$ cat src/hw/rtl/assert_macros.svh
// ----------------------------------------------------------------------------
// Assertion macros
// Shared concurrent assertion forms, clocked on clk and disabled in rst.
// ----------------------------------------------------------------------------
`ifndef ASSERT_MACROS_SVH
`define ASSERT_MACROS_SVH

// cons must hold in the same cycle as ante
`define ASSERT_IMPL(name, ante, cons, msg) \
  name: assert property (@(posedge clk) disable iff (rst) (ante) |-> (cons)) \
    else $error(msg);

// cons must hold in the cycle after ante
`define ASSERT_NEXT(name, ante, cons, msg) \
  name: assert property (@(posedge clk) disable iff (rst) (ante) |=> (cons)) \
    else $error(msg);

`endif

$ cat src/hw/rtl/dslim_pkg.sv
// ----------------------------------------------------------------------------
// dslim_pkg
// Types, codes and constants of the dual ESC command slew limiter.
// ----------------------------------------------------------------------------
`default_nettype none

package dslim_pkg;

  localparam int PACKET_BYTES_DEF = 32;
  localparam int WIDTH_BITS_DEF   = 12;

  localparam int BYTE_W      = 8;
  localparam int OUT_W       = 12;
  localparam int STEP_W      = 10;
  localparam int CFG_DATA_W  = 12;
  localparam int CFG_INDEX_W = 8;
  localparam int OUT_TDATA_W = 32;

  localparam int RAMP_STEP_RST    = 50;
  localparam int WIDTH_MIN_RST    = 1000;
  localparam int WIDTH_MAX_RST    = 2000;
  localparam int WIDTH_CENTER_RST = 1500;
  localparam int TARGET_RST       = 1000;

  // packet byte positions
  localparam int HDR_LEN         = 4;
  localparam int POS_LEFT_FLAG   = 5;
  localparam int POS_LEFT_POWER  = 6;
  localparam int POS_UP_FLAG     = 7;
  localparam int POS_UP_POWER    = 8;
  localparam int POS_REVERSE     = 9;

  localparam logic OP_BYTE = 1'b0;
  localparam logic OP_TICK = 1'b1;

  typedef enum logic [CFG_INDEX_W-1:0] {
    REG_RAMP_STEP    = 8'd0,
    REG_WIDTH_MIN    = 8'd1,
    REG_WIDTH_MAX    = 8'd2,
    REG_WIDTH_CENTER = 8'd3
  } cfg_reg_e;

  typedef struct packed {
    logic              left_flag;
    logic [BYTE_W-1:0] left_power;
    logic              up_flag;
    logic [BYTE_W-1:0] up_power;
    logic              reverse_flag;
  } cmd_fields_t;

  typedef struct packed {
    logic              fire;
    logic [BYTE_W-1:0] data;
    logic              last;
  } pkt_byte_t;

  typedef struct packed {
    logic tick;
    logic arm;
  } ramp_ctl_t;

  // expected header "gas:"
  function automatic logic [BYTE_W-1:0] hdr_char(input logic [1:0] idx);
    logic [BYTE_W-1:0] c;
    case (idx)
      2'd0:    c = 8'h67;
      2'd1:    c = 8'h61;
      2'd2:    c = 8'h73;
      2'd3:    c = 8'h3A;
      default: c = 8'h00;
    endcase
    return c;
  endfunction

endpackage

`default_nettype wire

$ cat src/hw/rtl/dslim_parse.sv
// ----------------------------------------------------------------------------
// dslim_parse
// Counts packet bytes, checks the header and latches the command fields.
// ----------------------------------------------------------------------------
`default_nettype none

module dslim_parse
  import dslim_pkg::*;
#(
  parameter int PACKET_BYTES = PACKET_BYTES_DEF
) (
  input  wire logic        clk,
  input  wire logic        rst,
  input  wire pkt_byte_t   pb,
  output      cmd_fields_t fields_next
);

  localparam int CW = $clog2(PACKET_BYTES + 1);

  logic [CW-1:0] byte_count, byte_count_next;
  logic          header_good, header_good_next;
  cmd_fields_t   fields;

  always_comb begin
    byte_count_next  = byte_count;
    header_good_next = header_good;
    fields_next      = fields;
    if (pb.fire) begin
      if (byte_count < CW'(PACKET_BYTES)) begin
        if (byte_count < CW'(HDR_LEN)) begin
          if (pb.data != hdr_char(byte_count[1:0])) begin
            header_good_next = 1'b0;
          end
        end else if (header_good) begin
          case (byte_count)
            CW'(POS_LEFT_FLAG):  fields_next.left_flag    = (pb.data != '0);
            CW'(POS_LEFT_POWER): fields_next.left_power   = pb.data;
            CW'(POS_UP_FLAG):    fields_next.up_flag      = (pb.data != '0);
            CW'(POS_UP_POWER):   fields_next.up_power     = pb.data;
            CW'(POS_REVERSE):    fields_next.reverse_flag = (pb.data != '0);
            default: ;
          endcase
        end
        byte_count_next = byte_count + CW'(1);
      end
      if (pb.last) begin
        byte_count_next  = '0;
        header_good_next = 1'b1;
      end
    end
  end

  always_ff @(posedge clk) begin
    if (rst) begin
      byte_count  <= '0;
      header_good <= 1'b1;
      fields      <= '0;
    end else begin
      byte_count  <= byte_count_next;
      header_good <= header_good_next;
      fields      <= fields_next;
    end
  end

endmodule

`default_nettype wire

$ cat src/hw/rtl/dslim_target.sv
// ----------------------------------------------------------------------------
// dslim_target
// Maps the command fields to two clamped target pulse widths at packet end.
// ----------------------------------------------------------------------------
`default_nettype none

module dslim_target
  import dslim_pkg::*;
#(
  parameter int WIDTH_BITS = WIDTH_BITS_DEF
) (
  input  wire logic                  clk,
  input  wire logic                  rst,
  input  wire logic                  arm,
  input  wire cmd_fields_t           fields_next,
  input  wire logic [WIDTH_BITS-1:0] width_min,
  input  wire logic [WIDTH_BITS-1:0] width_max,
  input  wire logic [WIDTH_BITS-1:0] width_center,
  output      logic [WIDTH_BITS-1:0] target0,
  output      logic [WIDTH_BITS-1:0] target1
);

  localparam int SW = WIDTH_BITS + 3;
  localparam int MW = BYTE_W + 4;

  logic                  sel_flag0, sel_flag1;
  logic [BYTE_W-1:0]     sel_power0, sel_power1;
  logic [WIDTH_BITS-1:0] map0, map1;

  // center +/- gain*power, clamped to max then to min
  function automatic logic [WIDTH_BITS-1:0] map_width(
    input logic              neg,
    input logic [BYTE_W-1:0] power,
    input logic              gain10,
    input logic [WIDTH_BITS-1:0] c,
    input logic [WIDTH_BITS-1:0] lo,
    input logic [WIDTH_BITS-1:0] hi
  );
    logic [MW-1:0]  x5, x10, mag;
    logic signed [SW-1:0] v;
    x5  = (MW'(power) << 2) + MW'(power);
    x10 = x5 << 1;
    mag = (neg && gain10) ? x10 : x5;
    if (neg) v = $signed(SW'(c)) - $signed(SW'(mag));
    else     v = $signed(SW'(c)) + $signed(SW'(mag));
    if (v > $signed(SW'(hi))) v = $signed(SW'(hi));
    if (v < $signed(SW'(lo))) v = $signed(SW'(lo));
    return WIDTH_BITS'(v);
  endfunction

  // reverse mode swaps the channels; the up channel then backs off at gain 10
  always_comb begin
    sel_flag0  = fields_next.reverse_flag ? fields_next.left_flag  : fields_next.up_flag;
    sel_power0 = fields_next.reverse_flag ? fields_next.left_power : fields_next.up_power;
    sel_flag1  = fields_next.reverse_flag ? fields_next.up_flag    : fields_next.left_flag;
    sel_power1 = fields_next.reverse_flag ? fields_next.up_power   : fields_next.left_power;
    map0 = map_width(sel_flag0, sel_power0, 1'b0, width_center, width_min, width_max);
    map1 = map_width(sel_flag1, sel_power1, fields_next.reverse_flag,
                     width_center, width_min, width_max);
  end

  always_ff @(posedge clk) begin
    if (rst) begin
      target0 <= WIDTH_BITS'(TARGET_RST);
      target1 <= WIDTH_BITS'(TARGET_RST);
    end else if (arm) begin
      target0 <= map0;
      target1 <= map1;
    end
  end

endmodule

`default_nettype wire

$ cat src/hw/rtl/dslim_ramp.sv
// ----------------------------------------------------------------------------
// dslim_ramp
// Steps both applied widths toward their targets and holds the result item.
// ----------------------------------------------------------------------------
`default_nettype none

module dslim_ramp
  import dslim_pkg::*;
#(
  parameter int WIDTH_BITS = WIDTH_BITS_DEF
) (
  input  wire logic                  clk,
  input  wire logic                  rst,
  input  wire ramp_ctl_t             ctl,
  input  wire logic [STEP_W-1:0]     ramp_step,
  input  wire logic [WIDTH_BITS-1:0] target0,
  input  wire logic [WIDTH_BITS-1:0] target1,
  input  wire logic                  out_ready,
  output      logic                  armed,
  output      logic                  out_valid,
  output      logic [OUT_W-1:0]      out_width_a,
  output      logic [OUT_W-1:0]      out_width_b,
  output      logic                  out_still
);

  `include "assert_macros.svh"

  localparam int AW = WIDTH_BITS + 1;

  logic [WIDTH_BITS-1:0] applied0, applied1;
  logic [WIDTH_BITS:0]   step0, step1;
  logic                  do_step;

  // returns {more, new applied width}
  function automatic logic [WIDTH_BITS:0] step_ch(
    input logic [WIDTH_BITS-1:0] a,
    input logic [WIDTH_BITS-1:0] t,
    input logic [STEP_W-1:0]     s
  );
    logic [AW-1:0]     up_sum, t_plus;
    logic [WIDTH_BITS:0] r;
    up_sum = AW'(a) + AW'(s);
    t_plus = AW'(t) + AW'(s);
    if (t > a) begin
      if (up_sum >= AW'(t)) r = {1'b0, t};
      else                  r = {1'b1, WIDTH_BITS'(up_sum)};
    end else begin
      // a - s stays above t only when a > t + s
      if (AW'(a) > t_plus) r = {1'b1, a - WIDTH_BITS'(s)};
      else                 r = {1'b0, t};
    end
    return r;
  endfunction

  always_comb begin
    do_step = ctl.tick && armed;
    step0   = step_ch(applied0, target0, ramp_step);
    step1   = step_ch(applied1, target1, ramp_step);
  end

  always_ff @(posedge clk) begin
    if (rst) begin
      applied0  <= WIDTH_BITS'(TARGET_RST);
      applied1  <= WIDTH_BITS'(TARGET_RST);
      armed     <= 1'b0;
      out_valid <= 1'b0;
    end else begin
      if (ctl.arm) begin
        armed <= 1'b1;
      end else if (do_step) begin
        applied0 <= step0[WIDTH_BITS-1:0];
        applied1 <= step1[WIDTH_BITS-1:0];
        armed    <= step0[WIDTH_BITS] || step1[WIDTH_BITS];
      end
      if (do_step)        out_valid <= 1'b1;
      else if (out_ready) out_valid <= 1'b0;
    end
  end

  always_ff @(posedge clk) begin
    if (do_step) begin
      out_width_a <= OUT_W'(step0[WIDTH_BITS-1:0]);
      out_width_b <= OUT_W'(step1[WIDTH_BITS-1:0]);
      out_still   <= step0[WIDTH_BITS] || step1[WIDTH_BITS];
    end
  end

  `ASSERT_IMPL(a_idle_on_target, !armed, applied0 == target0 && applied1 == target1, "disarmed off target")
  `ASSERT_NEXT(a_step_result, do_step, out_valid && out_still == armed, "result flag mismatch")
  `ASSERT_IMPL(a_result_source, $rose(out_valid), $past(do_step), "result without tick")

endmodule

`default_nettype wire

$ cat src/hw/rtl/dual_esc_command_slew_limiter.sv
// ----------------------------------------------------------------------------
// dual_esc_command_slew_limiter
// Parses "gas:" command packets and slews two ESC pulse widths per tick.
// ----------------------------------------------------------------------------
// Items enter on the s_axis side: tuser[0] selects a packet byte (0) or a ramp
// tick (1), tdata carries the byte and tlast marks the final byte of a packet.
// The block takes one item per clock. Each item is held in the input
// register and is then processed: the byte parser, the target mapping
// (center +/- 5x or 10x power, clamped) and the per-channel stepper are
// all short logic ahead of their state registers. A tick while ramping
// produces one result item on m_axis the next cycle; ticks while
// not ramping and packet bytes produce none. Input stalls only when a tick
// that would produce a result finds the output register full and unread.
// Configuration writes on cfg_* are always taken (cfg_ready is high); write
// them only while the block is idle.
// ----------------------------------------------------------------------------
`default_nettype none

module dual_esc_command_slew_limiter
  import dslim_pkg::*;
#(
  parameter int PACKET_BYTES = PACKET_BYTES_DEF,
  parameter int WIDTH_BITS   = WIDTH_BITS_DEF
) (
  input  wire logic                   clk,
  input  wire logic                   rst,
  // configuration write channel
  input  wire logic                   cfg_valid,
  output      logic                   cfg_ready,
  input  wire logic [CFG_INDEX_W-1:0] cfg_index,
  input  wire logic [CFG_DATA_W-1:0]  cfg_data,
  // input items
  input  wire logic                   s_axis_tvalid,
  output      logic                   s_axis_tready,
  input  wire logic [BYTE_W-1:0]      s_axis_tdata,   // [7:0] data_byte
  input  wire logic [0:0]             s_axis_tuser,   // [0] op
  input  wire logic                   s_axis_tlast,   // last_byte
  // result items
  output      logic                   m_axis_tvalid,
  input  wire logic                   m_axis_tready,
  output      logic [OUT_TDATA_W-1:0] m_axis_tdata    // [11:0] width_a,
                                                      // [23:12] width_b,
                                                      // [24] still_ramping
);

  `include "assert_macros.svh"

  localparam int PAD_W = OUT_TDATA_W - 2 * OUT_W - 1;

  logic [STEP_W-1:0]     ramp_step;
  logic [WIDTH_BITS-1:0] width_min, width_max, width_center;

  logic              in_valid;
  logic              in_op;
  logic [BYTE_W-1:0] in_data;
  logic              in_last;
  logic              in_done;
  logic              out_free;

  pkt_byte_t             pb;
  ramp_ctl_t             ramp_ctl;
  cmd_fields_t           fields_next;
  logic [WIDTH_BITS-1:0] target0, target1;
  logic                  ramp_armed;
  logic [OUT_W-1:0]      out_width_a, out_width_b;
  logic                  out_still;

  // ---------------- configuration registers ----------------
  assign cfg_ready = 1'b1;

  always_ff @(posedge clk) begin
    if (rst) begin
      ramp_step    <= STEP_W'(RAMP_STEP_RST);
      width_min    <= WIDTH_BITS'(WIDTH_MIN_RST);
      width_max    <= WIDTH_BITS'(WIDTH_MAX_RST);
      width_center <= WIDTH_BITS'(WIDTH_CENTER_RST);
    end else if (cfg_valid && cfg_ready) begin
      case (cfg_reg_e'(cfg_index))
        REG_RAMP_STEP:    ramp_step    <= STEP_W'(cfg_data);
        REG_WIDTH_MIN:    width_min    <= WIDTH_BITS'(cfg_data);
        REG_WIDTH_MAX:    width_max    <= WIDTH_BITS'(cfg_data);
        REG_WIDTH_CENTER: width_center <= WIDTH_BITS'(cfg_data);
        default: ;
      endcase
    end
  end

  // ---------------- input register ----------------
  // a tick that will step needs a free output slot
  assign out_free      = !m_axis_tvalid || m_axis_tready;
  assign in_done       = in_valid && (in_op == OP_BYTE || !ramp_armed || out_free);
  assign s_axis_tready = !in_valid || in_done;

  always_ff @(posedge clk) begin
    if (rst) begin
      in_valid <= 1'b0;
    end else if (s_axis_tready) begin
      in_valid <= s_axis_tvalid;
    end
  end

  always_ff @(posedge clk) begin
    if (s_axis_tvalid && s_axis_tready) begin
      in_op   <= s_axis_tuser[0];
      in_data <= s_axis_tdata;
      in_last <= s_axis_tlast;
    end
  end

  always_comb begin
    pb.fire       = in_done && (in_op == OP_BYTE);
    pb.data       = in_data;
    pb.last       = in_last;
    ramp_ctl.tick = in_done && (in_op == OP_TICK);
    ramp_ctl.arm  = pb.fire && in_last;
  end

  // ---------------- processing ----------------
  dslim_parse #(
    .PACKET_BYTES(PACKET_BYTES)
  ) u_parse (
    .clk         (clk),
    .rst         (rst),
    .pb          (pb),
    .fields_next (fields_next)
  );

  dslim_target #(
    .WIDTH_BITS(WIDTH_BITS)
  ) u_target (
    .clk          (clk),
    .rst          (rst),
    .arm          (ramp_ctl.arm),
    .fields_next  (fields_next),
    .width_min    (width_min),
    .width_max    (width_max),
    .width_center (width_center),
    .target0      (target0),
    .target1      (target1)
  );

  dslim_ramp #(
    .WIDTH_BITS(WIDTH_BITS)
  ) u_ramp (
    .clk         (clk),
    .rst         (rst),
    .ctl         (ramp_ctl),
    .ramp_step   (ramp_step),
    .target0     (target0),
    .target1     (target1),
    .out_ready   (m_axis_tready),
    .armed       (ramp_armed),
    .out_valid   (m_axis_tvalid),
    .out_width_a (out_width_a),
    .out_width_b (out_width_b),
    .out_still   (out_still)
  );

  assign m_axis_tdata = {PAD_W'(0), out_still, out_width_b, out_width_a};

  `ASSERT_IMPL(a_no_overrun, ramp_ctl.tick && ramp_armed, out_free, "result overwritten")
  `ASSERT_IMPL(a_stall_has_item, !s_axis_tready, in_valid, "stall with empty input register")
  `ASSERT_NEXT(a_stall_holds, in_valid && !in_done, in_valid && $stable(in_data) && $stable(in_last), "held item lost")

endmodule

`default_nettype wire
$ cat config.mk
export PLATFORM = sky130hd
export DESIGN_NAME = dual_esc_command_slew_limiter
export DESIGN_NICKNAME = d
export VERILOG_FILES = /design/src/hw/rtl/dslim_pkg.sv /design/src/hw/rtl/dslim_parse.sv /design/src/hw/rtl/dslim_target.sv /design/src/hw/rtl/dslim_ramp.sv /design/src/hw/rtl/dual_esc_command_slew_limiter.sv
export VERILOG_INCLUDE_DIRS = /design/src /design/src/hw/rtl
export SDC_FILE = /design/constraint.sdc
export NUM_CORES = 1
export LEC_CHECK = 0
export BUFFER_PORTS_ARGS = -buffer_cell sky130_fd_sc_hd__buf_2
export CORE_AREA = 2 2 206 208
export DETAILED_ROUTE_END_ITERATION = 12
export DIE_AREA = 0 0 208 210
export GPL_TIMING_DRIVEN = 0
export PLACE_DENSITY = 0.59
export SLEW_MARGIN = 20
export SYNTH_ARGS = -nofsm -noshare
export SYNTH_HDL_FRONTEND = slang
export SYNTH_HIERARCHICAL = 1
export SYNTH_SLANG_ARGS = --single-unit
$ cat constraint.sdc
create_clock -name clk -period 23.2 [get_ports clk]
set_clock_uncertainty 0.1 [all_clocks]
set_input_delay 1.16 -clock clk [delete_from_list [all_inputs] [get_ports clk]]
set_output_delay 1.16 -clock clk [all_outputs]
set_load 0.01 [all_outputs]
Yosys cells after proc, flatten, opt, wreduce, memory -nomap -nowiden

Cells that the tools add are included.

Latch bits: 0
Memories: 0
Input bits: 35
Flip-flop bits (word level): 158
Memory bits (read-only): 0
Bits in writable memories: 0

Div/mod/pow operators: 0
Add/subtract/negate cells: 13
Shift-type cells: 0
Multiply operators: 0
Order comparisons: 12
Mux-type cells: 40
Equality and inequality tests: 12
Bitwise logic cells: 2
Reductions and logical operators: 30

Operators by type and width:

| operator                                                               | number |
|---|---|
| 13-bit two-way mux                                                     | 6 |
| 19-bit two-way mux                                                     | 4 |
| 15-bit two-way mux                                                     | 4 |
| 8-bit two-way mux                                                      | 7 |
| 12-bit by 10-bit adder with 13-bit output                              | 4 |
| 12-bit two-way mux                                                     | 3 |
| 8-bit one-hot mux with 4 select lines                                  | 1 |
| 15-bit by 13-bit > comparator with 1-bit output                        | 2 |
| 15-bit by 13-bit < comparator with 1-bit output                        | 2 |
| 12-bit by 12-bit adder with 13-bit output                              | 2 |
| 13-bit by 12-bit >= comparator with 1-bit output                       | 2 |
| 12-bit by 13-bit > comparator with 1-bit output                        | 2 |
| 12-bit by 12-bit subtractor with 13-bit output                         | 2 |
| 12-bit > comparator                                                    | 2 |
| 12-bit by 10-bit subtractor with 12-bit output                         | 2 |
| 10-bit by 8-bit adder with 11-bit output                               | 2 |
| 6-bit by 3-bit equality test with 1-bit output (second input constant) | 3 |
| 8-bit by 2-bit equality test with 1-bit output (second input constant) | 2 |
| 1-bit two-way mux                                                      | 13 |
| 6-bit by 4-bit equality test with 1-bit output (second input constant) | 2 |
| 6-bit two-way mux                                                      | 2 |
| 2-bit AND reduction                                                    | 6 |
| 2-bit nonzero test                                                     | 5 |
| 8-bit by 1-bit equality test with 1-bit output (second input constant) | 1 |
| other kinds (14)                                                       | 28 |

Longest topological paths before layout

Gate-level depths: netlist (run 1).

Word-level depth: 15
Depth in mapped cells: 46

Modules after synthesis

Netlist (run 1), hierarchy kept.

Modules (own cells, without submodules):

| module                        | area each (µm²) | cells each | seq. area each (µm²) | instances |
|---|---|---|---|---|
| dslim_ramp                    | 6909.1          | 839        | 1271.2               | 1 |
| dslim_target                  | 5681.7          | 734        | 480.5                | 1 |
| dual_esc_command_slew_limiter | 2298.5          | 210        | 1241.2               | 1 |
| dslim_parse                   | 1512.7          | 170        | 520.5                | 1 |

Worst setup path before layout (run 1)

Ideal clock, no wire load.

Path kind: register to register
Start: register in_op
End: register u_target.target1[11]
Cell stages (with the launch flop): 42
Clock period less this slack: 9668 ps
Required time: 22978 ps
Setup time: 122 ps
Path slack: 13532 ps
Arrival: 9446 ps
Path through: edfxtp_1 > nor2b_1 > or3b_1 > buf_2 > or2_2 > a21oi_1 > buf_2 > buf_1 > mux2_2 > ha_1 > fa_1 > a21oi_1 > nor2_1 > nor2_1 > o21bai_1 > a21oi_1 > xnor2_1 > nand2_1 > [6 not listed] > a221o_1 > xnor2_1 > ha_1 > nand4_1 > or3_1 > o21ai_1 > nand3_2 > nand2_2 > buf_2 > mux2_2 > ha_1 > a21o_1 > a221oi_1 > o21ai_0 > or4_1 > o211a_1 > buf_2 > a311o_1

RTL lines:

| item                   | line                                 | source |
|---|---|---|
| start, declared        | dual_esc_command_slew_limiter.sv:54  | `logic in_op;` |
| start signal, assigned | dual_esc_command_slew_limiter.sv:104 | `in_op <= s_axis_tuser[0];` |
| end signal, assigned   | dslim_target.sv:65                   | `target1 <= WIDTH_BITS'(TARGET_RST);` |
| end signal, assigned   | dslim_target.sv:68                   | `target1 <= map1;` |
| end, declared          | dslim_target.sv:20                   | `output logic [WIDTH_BITS-1:0] target1` |

==> results.md, run 1 <==
- The worst flop-to-flop path startpoint is in_op.
- The number of placed instances, taps included, is 2559.
- The worst setup timing slack at the placement stage is 12.18 ns.
- The latest clock arrival within the worst-skew pair is 0.45 ns.
- The total overflow reported by the global router is 0.
- The number of setup buffers added after CTS is 0.
- Among the stages of the critical path, the cell type that occurs most often is sky130_fd_sc_hd__a21oi_1.
- The max-slew violation total from the final report came to 0.
- Port buffering added 61 buffers.
- For the final routed database, the setup TNS stands at 0 ns.
- The synthesized cell area is 16400 µm².
- The overall fraction of global-route tracks in use is 23.0%.
- The maximum achievable frequency is 0.0899 GHz.
- The most instantiated flip-flop cell in the synthesis netlist is sky130_fd_sc_hd__dfxtp_1.
- The number of routed nets with antenna violations is 0.
- The depth of the CTS H-tree is 4.
- By area the synthesized netlist is led by sky130_fd_sc_hd__ha_1 19%, sky130_fd_sc_hd__dfxtp_1 15%, sky130_fd_sc_hd__edfxtp_1 6.4%.
- After synthesis the netlist holds a flip-flop and latch count of 158.
- In this run the mean area of a mapped cell was 8.40 µm².
- The post-synthesis cell count is 1953.
- The number of antenna violations at the first check in global routing is 0.
- Measured in cells, the most critical reg-to-reg path has a length of 44.
- For this design the ratio of total power to cell area is 36.6 nW/µm².
- The global-route wire length before repair is 79600 µm.
- The worst register-to-register path ends at u_target/target0[8].
- The combinational family with the most area after synthesis is compound AO/OA/AOI/OAI gates.
- The placeable core area is 41500 µm².
- 0 antenna diodes ended up in the layout.
- Setup violations remaining at the end of the flow were counted as 0.
- In this run the horizontal extent of the chip is 208 µm.
- In this run the register-to-register setup slack is 12.08 ns.
- The maximum fanout along the worst path is 10.
- The growth of design area from synthesis to finish is 9.58%.
- After clock tree synthesis, the flow added hold-fix buffers numbering 0.
- After clock tree synthesis, the repair step resized 0 gates.
- The floorplan step defined a die boundary enclosing 43700 µm².
- After synthesis, the largest area contributor takes up 18.5% of total cell area.
- At the pin with the least slew margin, the transition time is 1.17 ns.
- Setup repair after global routing left no endpoint under its margin.
- In this run, distinct cell masters in the synthesized netlist total 99.
- No sink is reached through more buffers than the 2 on the longest clock path.
- The cell type with the largest total area after synthesis is sky130_fd_sc_hd__ha_1.
- The clock root buffer master is sky130_fd_sc_hd__clkbuf_16.
- The number of synthesized flops with an enable pin is 35.
- The kind of launch point of the worst setup path is a flip-flop.
- The xor-xnor portion of the synthesized cell area is 4.27%.
- Counting flops with an async set or reset pin after synthesis yields a share of 0%.
- The maximum resistive drop on vdd is 37.8 µV.
- The worst path needs 11.12 ns of the cycle, external delays included.
- After detailed routing, the average wire length per cell comes to 19.3 µm.
- On the worst path, the slowest cell contributes a delay of 0.65 ns.
- The sequential cell area fraction in the yosys report is 21.4%.
- The floorplan has 75 rows.
- Setup slack on the critical path of the routed design comes to 12.08 ns.
- The post-layout utilization of the core is 43.3%.
- The number of violations of the max-capacitance limit is 0.
- Detailed placement ended at an HPWL of 40400 µm.
- TritonCTS built the clock tree.
- Clock-pin slew was measured on the worst setup and hold paths at 0.07 ns.
- The setup path with the least slack is of type reg2reg.
- The post-layout net count is 2329.
- The number of DRC violations after detailed routing is 0.
- The compound-cell area share of the yosys netlist is 21.5%.
- The library cell contributing the largest single delay on the critical path is sky130_fd_sc_hd__mux2i_1.
- The detailed-route vias per instance is 5.69.
- The hold violation count in the final report was 0.
- Summed over all cells, the static leakage comes to 7.94 nW.
- Of the available clock period, the critical path in the final layout requires 47.9%.
- The die extent in y is 210 µm.
- Data on the critical path arrives at its endpoint at 11.39 ns.
- In this run the worst setup path begins at in_op.
- The total wire length after detailed routing is 50000 µm.
- The path class of the lowest-slack min-delay path is reg2reg.
- The most critical setup path has its endpoint at u_target/target0[8].
- After Yosys synthesis, and, or, nand and nor cells account for 18.7% of the synthesized area.
- STA classifies the critical path endpoint as a flip-flop.
- The violation count after the first detailed-routing iteration is 921.
- For this configuration, the core starts out at a cell density of 39.5%.
- Pin placement for this block handled 70 I/O pins.
- The run finished with clean final reports.
- Entering global routing, the biggest net connects 26 pins.
- The congestion estimate from routability-driven global placement came to 0.911.
- The fraction of layout cells with a size suffix above 1 is 10.1%.
- In this run the tightest slew margin relative to its limit is 21.7%.
- For the worst setup path, the data required time is 23.47 ns.
- Summing the areas of all fa, ha and maj instances in the mapped netlist gives 20.0% of the synthesized area.
- The routed layout has 14800 vias.
- Measured against the total synthesized area, the mux share comes to 7.24%.
- Counting every sink on the clock net gives 158.
- The length of the first detailed-routing pass in iterations is 5.
- The warning count from the yosys run is 6.
- The number of clock buffers added by TritonCTS is 17.
- The number of global-route vias before repair was 14600.
- The finished layout holds 2591 standard cells, fillers aside.
cell usage after synthesis, types with 11 or more instances:
cell                       count
sky130_fd_sc_hd__o211ai_1     17
sky130_fd_sc_hd__a21oi_1     126
sky130_fd_sc_hd__o21a_1       26
sky130_fd_sc_hd__buf_2        18
sky130_fd_sc_hd__edfxtp_1     35
sky130_fd_sc_hd__o31ai_1      20
sky130_fd_sc_hd__inv_1       172
sky130_fd_sc_hd__o22ai_1      12
sky130_fd_sc_hd__fa_1         12
sky130_fd_sc_hd__clkbuf_1     51
sky130_fd_sc_hd__xor2_1       18
sky130_fd_sc_hd__and2_1       12
sky130_fd_sc_hd__ha_1        243
sky130_fd_sc_hd__mux2_2       30
sky130_fd_sc_hd__nand3_1      43
sky130_fd_sc_hd__buf_4        13
sky130_fd_sc_hd__nand2b_1     84
sky130_fd_sc_hd__a21o_1       31
sky130_fd_sc_hd__o21ai_0      59
sky130_fd_sc_hd__a31oi_1      24
sky130_fd_sc_hd__nor3_1       60
sky130_fd_sc_hd__or3_1        13
sky130_fd_sc_hd__or2_2        11
sky130_fd_sc_hd__a22oi_1      14
sky130_fd_sc_hd__mux2i_1      74
sky130_fd_sc_hd__a211oi_1     20
sky130_fd_sc_hd__nand2_1     100
sky130_fd_sc_hd__dfxtp_1     123
sky130_fd_sc_hd__nor2b_1      24
sky130_fd_sc_hd__and3_1       19
sky130_fd_sc_hd__nor2_1      139
sky130_fd_sc_hd__xnor2_1      62
sky130_fd_sc_hd__o21bai_1     15
sky130_fd_sc_hd__nand4_1      22
report_power, final:
group          leakage, nW  switching [mW]  internal [mW]
combinational         6.36          0.0545         0.0348
sequential            1.32         0.00534          0.287
clock                0.266           0.128          0.149
total                 7.94           0.187          0.470
state kept, by name, summed over array words and instances (netlist names), 6 cells and up:
name / flops
u_parse/fields: 19
u_ramp/applied0: 12
u_ramp/applied1: 12
u_ramp/out_width_a: 12
u_ramp/out_width_b: 12
u_target/target0: 12
u_target/target1: 12
width_center: 12
width_max: 12
width_min: 12
ramp_step: 10
in_data: 8
u_parse/byte_count: 6
routing by layer:
| layer | track usage [%] | up-vias | share of wire (%) |
|---|---|---|---|
| met4 | 10.5 | 0 | 4.4 |
| met2 | 40.3 | 396 | 48 |
| li1 | - | 7267 | - |
| met3 | 2.71 | 89 | 3.6 |
| met5 | 0 | - | 0 |
| met1 | 28.3 | 7000 | 44 |
placed cells by master, fill, tap and decap left out, types with 23 or more instances in the layout:
cell type and n:
sky130_fd_sc_hd__nand2_1 100, sky130_fd_sc_hd__a31oi_1 23, sky130_fd_sc_hd__o21ai_0 59, sky130_fd_sc_hd__mux2_2 30, sky130_fd_sc_hd__a21oi_1 126, sky130_fd_sc_hd__a21o_1 31
sky130_fd_sc_hd__nand3_1 43, sky130_fd_sc_hd__mux2i_1 74, sky130_fd_sc_hd__buf_2 79, sky130_fd_sc_hd__inv_1 171, sky130_fd_sc_hd__xnor2_1 62, sky130_fd_sc_hd__o21a_1 26
sky130_fd_sc_hd__nor3_1 60, sky130_fd_sc_hd__ha_1 243, sky130_fd_sc_hd__nor2b_1 24, sky130_fd_sc_hd__nor2_1 139, sky130_fd_sc_hd__clkbuf_1 51, sky130_fd_sc_hd__edfxtp_1 35
sky130_fd_sc_hd__dfxtp_1 123, sky130_fd_sc_hd__nand2b_1 84
kinds of logic (layout without fill, tap and decap cells):
family / count (synthesis) / count (layout)
xor+xnor: 80 / 80
mux: 113 / 113
fa+ha+maj: 255 / 255
compound gates: 498 / 498
flops: 158 / 158
simple gates: 583 / 583
other cells: 2 / 8
buf+inv: 264 / 357
worst max-delay path: cells and delay by family, from the launching register on:
kind                       cells  cell delay, ns
DFF                            1            0.43
buffers and inverters          8            1.77
adders and majority gates      4            1.47
muxes                          2            1.03
AOI/OAI and AO/OA             17            3.37
and+or+nand+nor               12            2.68
xor gates and xnor gates       1            0.19
area by class of cell:
cell class              instances  area, µm²
repair buffers                 61        305
multi-input cells            1537      11800
fillers                      4186      23500
clock buffers                  17        425
well taps                     539        674
inverters                     174        656
clock inverters                15        138
flip-flops and latches        158       3510
plain buffers                  90        470
stage by stage:
step | cell area, µm² | power [mW] | hold WS [ns]
2_1_floorplan | 16400 | 0.358 | 0.340
3_3_place_gp | 17400 | 0.385 | 0.353
3_5_place_dp | 17400 | 0.386 | 0.359
4_1_cts | 18000 | 0.663 | 0.371
5_1_grt | 18000 | 0.685 | 0.392
6_report | 18000 | 0.658 | 0.374
how the worst min path moves through the flow:
stage	startpoint	end	slack, ns	cells past startpoint
after floorplan	u_parse/fields[0]	u_parse/fields[0]	0.34	2
after global placement	u_parse/fields[0]	u_parse/fields[0]	0.35	2
after detailed placement	u_parse/fields[0]	u_parse/fields[0]	0.36	2
after CTS	u_parse/fields[0]	u_parse/fields[0]	0.37	2
after global routing	width_min[2]	width_min[2]	0.39	2
final	u_parse/fields[0]	u_parse/fields[0]	0.37	2
Note: power is estimated with default switching activity, not from simulation.
==> run 2, diff against run 1 <==
--- a/config.mk
+++ b/config.mk
@@ -11,7 +11,7 @@
 export DETAILED_ROUTE_END_ITERATION = 12
 export DIE_AREA = 0 0 208 210
 export GPL_TIMING_DRIVEN = 0
-export PLACE_DENSITY = 0.59
+export PLACE_DENSITY = 0.61
 export SLEW_MARGIN = 20
 export SYNTH_ARGS = -nofsm -noshare
 export SYNTH_HDL_FRONTEND = slang
==> constraint.sdc (replaced) <==
create_clock -name clk -period 10 [get_ports clk]
set_clock_uncertainty 0.1 [all_clocks]
set_input_delay 0.5 -clock clk [delete_from_list [all_inputs] [get_ports clk]]
set_output_delay 0.5 -clock clk [all_outputs]
set_load 0.01 [all_outputs]
==> run 2 against run 1 <==
Against the previous run: die area did not move; first-iteration DRC count fell by 2.7%; maximum frequency rose by 16%; sequential share of layout area fell by 0.32 points; wire length fell by 1.2%; critical path type unchanged; non-clock buffer count rose by 10; combinational power rose by 130%; global-route usage fell by 0.23 points; setup slack got worse by 12 ns; power rose by 140%.
==> results.md, run 2 (same netlist as run 1, synthesis figures left out) <==
- The post-route clock period utilization is 96.3% (+48 points).
- The net switching share of the total power is 27.9% (-0.62 points).
- The routing usage on met3 is 2.89% (+0.18 points).
- The internal power consumption is 1.13 mW (+140%).
- The placeable core area was 41500 µm² (unchanged).
- The post-layout net count is 2339 (+0.43%).
- The power per cell area is 85.4 nW/µm² (+130%).
- The worst setup timing slack at the placement stage is -0.985 ns (-13.17 ns).
- The maximum fanout along the worst path is 10 (unchanged).
- The per-cell routed wire length was 19.0 µm (-1.6%).
- The largest net degree at the start of global routing is 26 (unchanged).
- In this run the worst hold path is classified as in2reg.
- The fraction of layout cells with a size suffix above 1 is 11.9% (+1.8 points).
- The latest clock arrival within the worst-skew pair is 0.45 ns (about the same).
- The overall fraction of global-route tracks in use came to 22.8% (-0.23 points).
- Grouping stages by cell kind, the critical path spends the most delay in simple AND/OR/NAND/NOR gates.
- The max-slew violation total from the final report is 0 (unchanged).
- The worst hold-check slack came to 0.113 ns (-0.261 ns).
- The arrival time of data at the critical path endpoint was 9.87 ns (-1.52 ns).
- The flip-flop count of the largest register after layout is 19 (unchanged).
- The transition at the pin with the smallest max-transition slack is 1.17 ns (-0.000483 ns).
- The TritonCTS clock tree is done.
- The area growth from synthesis to layout is 11.4%.
- The largest buffer count on any clock path is 2 (unchanged).
- The TritonCTS buffer count is 17 (unchanged).
- Leaving out fill and tap cells, the most frequent cell in the layout is sky130_fd_sc_hd__ha_1.
- The die extent in y is 210 µm (unchanged).
- The met2 usage is 38.4% (-1.9 points).
- The CTS sink count is 158 (unchanged).
- The post-placement cell area is 17400 µm² (unchanged).
- The stage delay of the slowest cell on the critical path is 0.53 ns (-0.12 ns).
- The post-layout worst setup margin is 0.373 ns (-11.71 ns).
- The worst endpoint required time was 10.24 ns (-13.23 ns).
- The run finished with clean final reports.
- The detailed-route vias per instance is 5.69 (about the same).
- The hold violation count in the final report is 0 (unchanged).
- The remaining max-slew budget at the tightest pin is 21.7% (+0.032 points).
- The length of the first detailed-routing pass in iterations is 5 (unchanged).
- The cts-stage hold buffer count is 0 (unchanged).
- The final RePlAce weighted congestion is 0.925 (+1.6%).
- The register with the highest flop count is u_parse/fields.
- The count of filler cells inserted in the layout is 4096 (-2.2%).
- The quantity of I/O buffers inserted on ports is 61 (unchanged).
- The total wire length after detailed routing is 49500 µm (-1.2%).
- The library cell contributing the largest single delay on the critical path is sky130_fd_sc_hd__or4_4.
- The final cell area excluding filler cells is 18300 µm² (+1.7%).
- The final antenna diode count was 0 (unchanged).
- The number of global-route vias before repair came to 14600 (-0.28%).
- In this run the most used layer during global routing was met2.
- The HPWL after detailed placement was 40000 µm (-1.1%).
- The static leakage power is 8.09 nW (+1.8%).
- The number of antenna violations at the first check in global routing is 0 (unchanged).
- The global routing met1 resource utilization is 28.7% (+0.39 points).
- The critical path is of the reg2reg type.
- The cell repeated most along the worst path is sky130_fd_sc_hd__ha_1.
- The depth of the CTS H-tree is 4 (unchanged).
- The worst setup path is launched from a flip-flop.
- The overall die area came to 43700 µm² (unchanged).
- The horizontal die dimension is 208 µm (unchanged).
- The clock share of power is 43.2% (+1.2 points).
- The violation count after the first detailed-routing iteration is 896 (-2.7%).
- The number of violations of the max-capacitance limit is 0 (unchanged).
- The effective utilization at floorplan was 39.5% (unchanged).
- The total overflow reported by the global router was 0 (unchanged).
- The clock input transition at the sequential cells of the worst setup and hold paths came to 0.07 ns (about the same).
- The maximum achievable frequency is 0.104 GHz (+16%).
- The share of total power in sequential cells was 43.4% (-1.0 points).
- The worst setup path is captured at a flip-flop.
- The combinational share of power is 13.4% (-0.2 points).
- The total buffers and inverters traversed by the critical path is 6 (-2).
- The global-route wire length before repair is 78700 µm (-1.2%).
- The number of primary I/O pins is 70 (unchanged).
- The minimum clock period after layout is 9.63 ns (-1.49 ns).
- In this run the clock root is driven by a sky130_fd_sc_hd__clkbuf_16.
- The routed via count is 14800 (+0.39%).
- The floorplan row count came to 75 (unchanged).
- The maximum resistive drop on vdd is 97.5 µV (+160%).
- The total setup violations reported at the end of the flow is 0 (unchanged).
- The number of DRC violations after detailed routing is 0 (unchanged).
- In the layout the commonest cells are 242 x sky130_fd_sc_hd__ha_1, 172 x sky130_fd_sc_hd__inv_1, 138 x sky130_fd_sc_hd__nor2_1.
- The number of routed nets with antenna violations came to 0 (unchanged).
- The net switching component of the power is 435 µW (+130%).
## run 2: layer usage
metal  wire length [µm]  up-vias
met5                  0        -
met4               2430        0
met3               1920       91
met2              23100      377
met1              22000     7050
li1                   -     7292
## run 2: worst paths after layout
check,start,to,slack [ns],depth (start not counted)
max,in_op,u_target/target1[11],0.37,41
min,s_axis_tdata[4],in_data[4],0.11,1
max reg2reg,in_op,u_target/target1[11],0.37,41
min reg2reg,u_parse/fields[9],u_parse/fields[9],0.38,2
## run 2: through the flow
step,power (mW),setup TNS [ns],utilization (%),std cells
3_3_place_gp,0.892,-14.69,42.0,2559
2_1_floorplan,0.830,0,-,1959
4_1_cts,1.57,0,43.6,2593
5_1_grt,1.62,-0.0325,44.1,2601
3_5_place_dp,0.895,-19.64,42.0,2559
6_report,1.56,0,44.1,2601
## run 2: area by class of cell
class,count,area (µm²),area share [%]
Buffer,89,500,2.74
Clock buffer,19,443,2.42
Clock inverter,13,151,0.828
Inverter,174,656,3.59
Multi-Input combinational cell,1537,11900,65.4
Sequential cell,158,3510,19.2
Tap cell,539,674,3.69
Timing Repair Buffer,72,388,2.12
## run 2: timing repair
action                     4_1_cts  5_1_grt
gates resized for setup         16       31
gates cloned                     0        0
setup endpoints to repair       24       24
pin swaps                        1        7
buffers inserted                 2        9
## run 2: power by group through the flow
stage	sequential (mW)	combinational (mW)	clock (mW)
after floorplan	0.686	0.144	0
after global placement	0.691	0.201	0
after detailed placement	0.692	0.203	0
after CTS	0.677	0.206	0.687
after global routing	0.678	0.229	0.715
final	0.678	0.209	0.674
==> run 3, diff against run 2 <==
--- a/config.mk
+++ b/config.mk
@@ -7,11 +7,11 @@
 export NUM_CORES = 1
 export LEC_CHECK = 0
 export BUFFER_PORTS_ARGS = -buffer_cell sky130_fd_sc_hd__buf_2
-export CORE_AREA = 2 2 206 208
+export CORE_AREA = 2 2 209 211
 export DETAILED_ROUTE_END_ITERATION = 12
-export DIE_AREA = 0 0 208 210
+export DIE_AREA = 0 0 211 213
 export GPL_TIMING_DRIVEN = 0
-export PLACE_DENSITY = 0.61
+export PLACE_DENSITY = 0.6
 export SLEW_MARGIN = 20
 export SYNTH_ARGS = -nofsm -noshare
 export SYNTH_HDL_FRONTEND = slang
==> run 3 against run 2 <==
Against the previous run: cell count increased by 0.15%; setup slack improved by 0.035 ns; core utilization decreased by 1.3 points; critical path type unchanged; critical endpoint unchanged; highest routed layer unchanged.
==> results.md, run 3 (same netlist as run 1, synthesis figures left out) <==
- The run finished with clean final reports.
- The growth of design area from synthesis to finish is 11.3% (about the same).
- The TritonCTS buffer count is 17 (unchanged).
- The max-slew violation total from the final report was 0 (unchanged).
- STA classifies the critical path startpoint as a flip-flop.
- The number of antenna violations at the first check in global routing is 0 (unchanged).
- The count of filler cells inserted in the layout is 4209 (+2.8%).
- The sum of negative setup slack is 0 ns (unchanged).
- The share of total power in sequential cells was 42.3% (-1.1 points).
- The worst setup timing slack at the placement stage is -0.989 ns (-0.00460 ns).
- The quantity of I/O buffers inserted on ports is 61 (unchanged).
- The per-cell routed wire length came to 19.1 µm (+0.39%).
- The HPWL after detailed placement is 39900 µm (-0.23%).
- The slowest stage of the critical path is the sky130_fd_sc_hd__or4_4 cell.
- The global-route wire length before repair is 77600 µm (-1.4%).
- The static leakage power came to 8.06 nW (-0.31%).
- The overall power is 1.60 mW (+2.6%).
- The net switching share of the total power is 27.1% (-0.79 points).
- The TritonCTS clock tree is done.
- The post-placement cell area came to 17400 µm² (about the same).
- The final antenna diode count came to 0 (unchanged).
- In the layout the commonest cells are 241 x sky130_fd_sc_hd__ha_1, 171 x sky130_fd_sc_hd__inv_1, 138 x sky130_fd_sc_hd__nor2_1.
- The post-layout net count is 2336 (-0.13%).
- The worst endpoint required time is 10.24 ns (about the same).
- The hold violation count in the final report came to 0 (unchanged).
- The number of cells in the finished layout apart from fillers is 2605 (+0.15%).
- The worst reg-to-reg path cell count is 41 (unchanged).
- The fraction of layout cells with a size suffix above 1 is 11.6% (-0.37 points).
- The worst hold path belongs to the class in2reg.
- The cell repeated most along the worst path is sky130_fd_sc_hd__ha_1.
- The number of primary I/O pins came to 70 (unchanged).
- The clock share of power came to 44.7% (+1.5 points).
- The class of the most critical setup path is reg2reg.
- The total overflow reported by the global router was 0 (unchanged).
- The stage delay of the slowest cell on the critical path is 0.54 ns (about the same).
- The final cell area excluding filler cells came to 18300 µm² (about the same).
- The final RePlAce weighted congestion was 0.931 (+0.58%).
- The routed via count is 14800 (-0.34%).
- The total buffers and inverters traversed by the critical path is 5 (-1).
- Broken down by cell family, the worst path's largest delay share belongs to simple AND/OR/NAND/NOR gates.
- The horizontal die dimension was 211 µm (+1.4%).
- The most common cell after layout, fill and taps aside is sky130_fd_sc_hd__ha_1.
- The net switching component of the power is 434 µW (-0.29%).
- The minimum clock period after layout came to 9.59 ns (-0.0346 ns).
- The flip-flop count of the largest register after layout is 19 (unchanged).
- The maximum fanout along the worst path was 10 (unchanged).
- The post-route clock period utilization is 95.9% (-0.35 points).
- The floorplan row count was 76 (+1.3%).
- The arrival time of data at the critical path endpoint is 9.83 ns (-0.04 ns).
- The sort of element at the end of the critical path is a flip-flop.
- The largest buffer count on any clock path was 2 (unchanged).
- The length of the first detailed-routing pass in iterations is 5 (unchanged).
- The CTS sink count is 158 (unchanged).
- The post-layout utilization of the core was 42.8% (-1.3 points).
- The transition at the pin with the smallest max-transition slack was 1.19 ns (+0.0182 ns).
- The power per cell area is 87.7 nW/µm² (+2.7%).
- The count of cells along the worst hold path came to 1 (unchanged).
- The maximum resistive drop on vdd is 89.9 µV (-7.8%).
- The maximum achievable frequency is 0.104 GHz (+0.36%).
- The number of routed nets with antenna violations is 0 (unchanged).
- The total setup violations reported at the end of the flow is 0 (unchanged).
- The clock input transition at the sequential cells of the worst setup and hold paths was 0.07 ns (about the same).
- The internal power consumption is 1.17 mW (+3.8%).
- The number of DRC violations after detailed routing came to 0 (unchanged).
- The number of placed instances, taps included is 2566 (+0.27%).
- The number of violations of the max-capacitance limit came to 0 (unchanged).
- The root buffer cell chosen for the clock tree is sky130_fd_sc_hd__clkbuf_16.
- The worst hold-check slack is 0.113 ns (+0.000500 ns).
- The remaining max-slew budget at the tightest pin was 20.5% (-1.2 points).
- The number of global-route vias before repair is 14300 (-1.9%).
- The total wire length after detailed routing is 49700 µm (+0.54%).
- The register with the highest flop count is u_parse/fields.
- The overall fraction of global-route tracks in use is 22.2% (-0.54 points).
- The overall die area came to 44900 µm² (+2.9%).
- The latest clock arrival within the worst-skew pair is 0.46 ns (about the same).
- The violation count after the first detailed-routing iteration came to 1015 (+13%).
- The combinational share of power was 13.1% (-0.3 points).
- The effective utilization at floorplan is 38.4% (-1.1 points).
- The die extent in y is 213 µm (+1.4%).
- The largest net degree at the start of global routing is 26 (unchanged).
- The depth of the CTS H-tree is 4 (unchanged).
- The total number of cells along the worst setup path came to 41 (unchanged).
- The detailed-route vias per instance is 5.67 (-0.50%).
- The placeable core area is 42700 µm² (+2.9%).
- The post-layout worst setup margin is 0.407 ns (+0.0346 ns).
## run 3: cell types whose count changed in the layout (fill, tap and decap cells not counted), moves of 2 or more
cell / change
sky130_fd_sc_hd__mux2_1: +2
sky130_fd_sc_hd__bufinv_16: +2
sky130_fd_sc_hd__xnor2_1: +2
sky130_fd_sc_hd__xnor2_2: -2
sky130_fd_sc_hd__mux2_2: -2
sky130_fd_sc_hd__clkinv_2: +2
sky130_fd_sc_hd__buf_4: -3
sky130_fd_sc_hd__buf_2: +2
sky130_fd_sc_hd__clkinv_4: -2
## run 3: final timing paths
check / start / to / slack [ns]
min: s_axis_tdata[3] / in_data[3] / 0.11
max reg2reg: in_op / u_target/target1[11] / 0.41
min reg2reg: u_parse/fields[14] / u_parse/fields[14] / 0.38
max: in_op / u_target/target1[11] / 0.41
## run 3: area by class of cell
cell class / instances / area [µm²] / area share (%)
Inverter: 174 / 656 / 3.59
Multi-Input combinational cell: 1537 / 11900 / 65.3
Clock buffer: 17 / 425 / 2.33
Buffer: 89 / 494 / 2.71
Clock inverter: 15 / 206 / 1.13
Sequential cell: 158 / 3510 / 19.2
Timing Repair Buffer: 69 / 365 / 2.00
Tap cell: 546 / 683 / 3.74
## run 3: worst reg2reg max path, delay by kind of cell, from the launching register on
kind | cells | cell delay [ns]
XOR/XNOR | 2 | 0.32
flip-flops | 1 | 0.43
multiplexers | 2 | 0.76
AND/OR/NAND/NOR | 13 | 2.84
adder cells (fa/ha/maj) | 5 | 1.52
AO/OA/AOI/OAI | 14 | 2.63
buffers and inverters | 5 | 0.88
## run 3: what timing repair did
action | CTS | global route
setup endpoints to repair | 24 | 24
gates cloned | 0 | 0
buffers inserted | 2 | 6
pin swaps | 1 | 4
hold buffers | 0 | 0
resized for setup | 11 | 29
## run 3: power groups by stage
| stage | clock network [mW] | registers, mW | logic (mW) |
|---|---|---|---|
| finish | 0.715 | 0.678 | 0.209 |
| global route | 0.752 | 0.678 | 0.230 |
| global placement | 0 | 0.692 | 0.201 |
| CTS | 0.729 | 0.677 | 0.207 |
| detailed placement | 0 | 0.692 | 0.204 |
| floorplan | 0 | 0.686 | 0.144 |
## run 3: routing by layer
metal	track usage (%)	part of all wire, %
met1	27.4	44
met4	10.9	4.9
met5	0	0
met2	38.6	47
met3	2.50	3.6
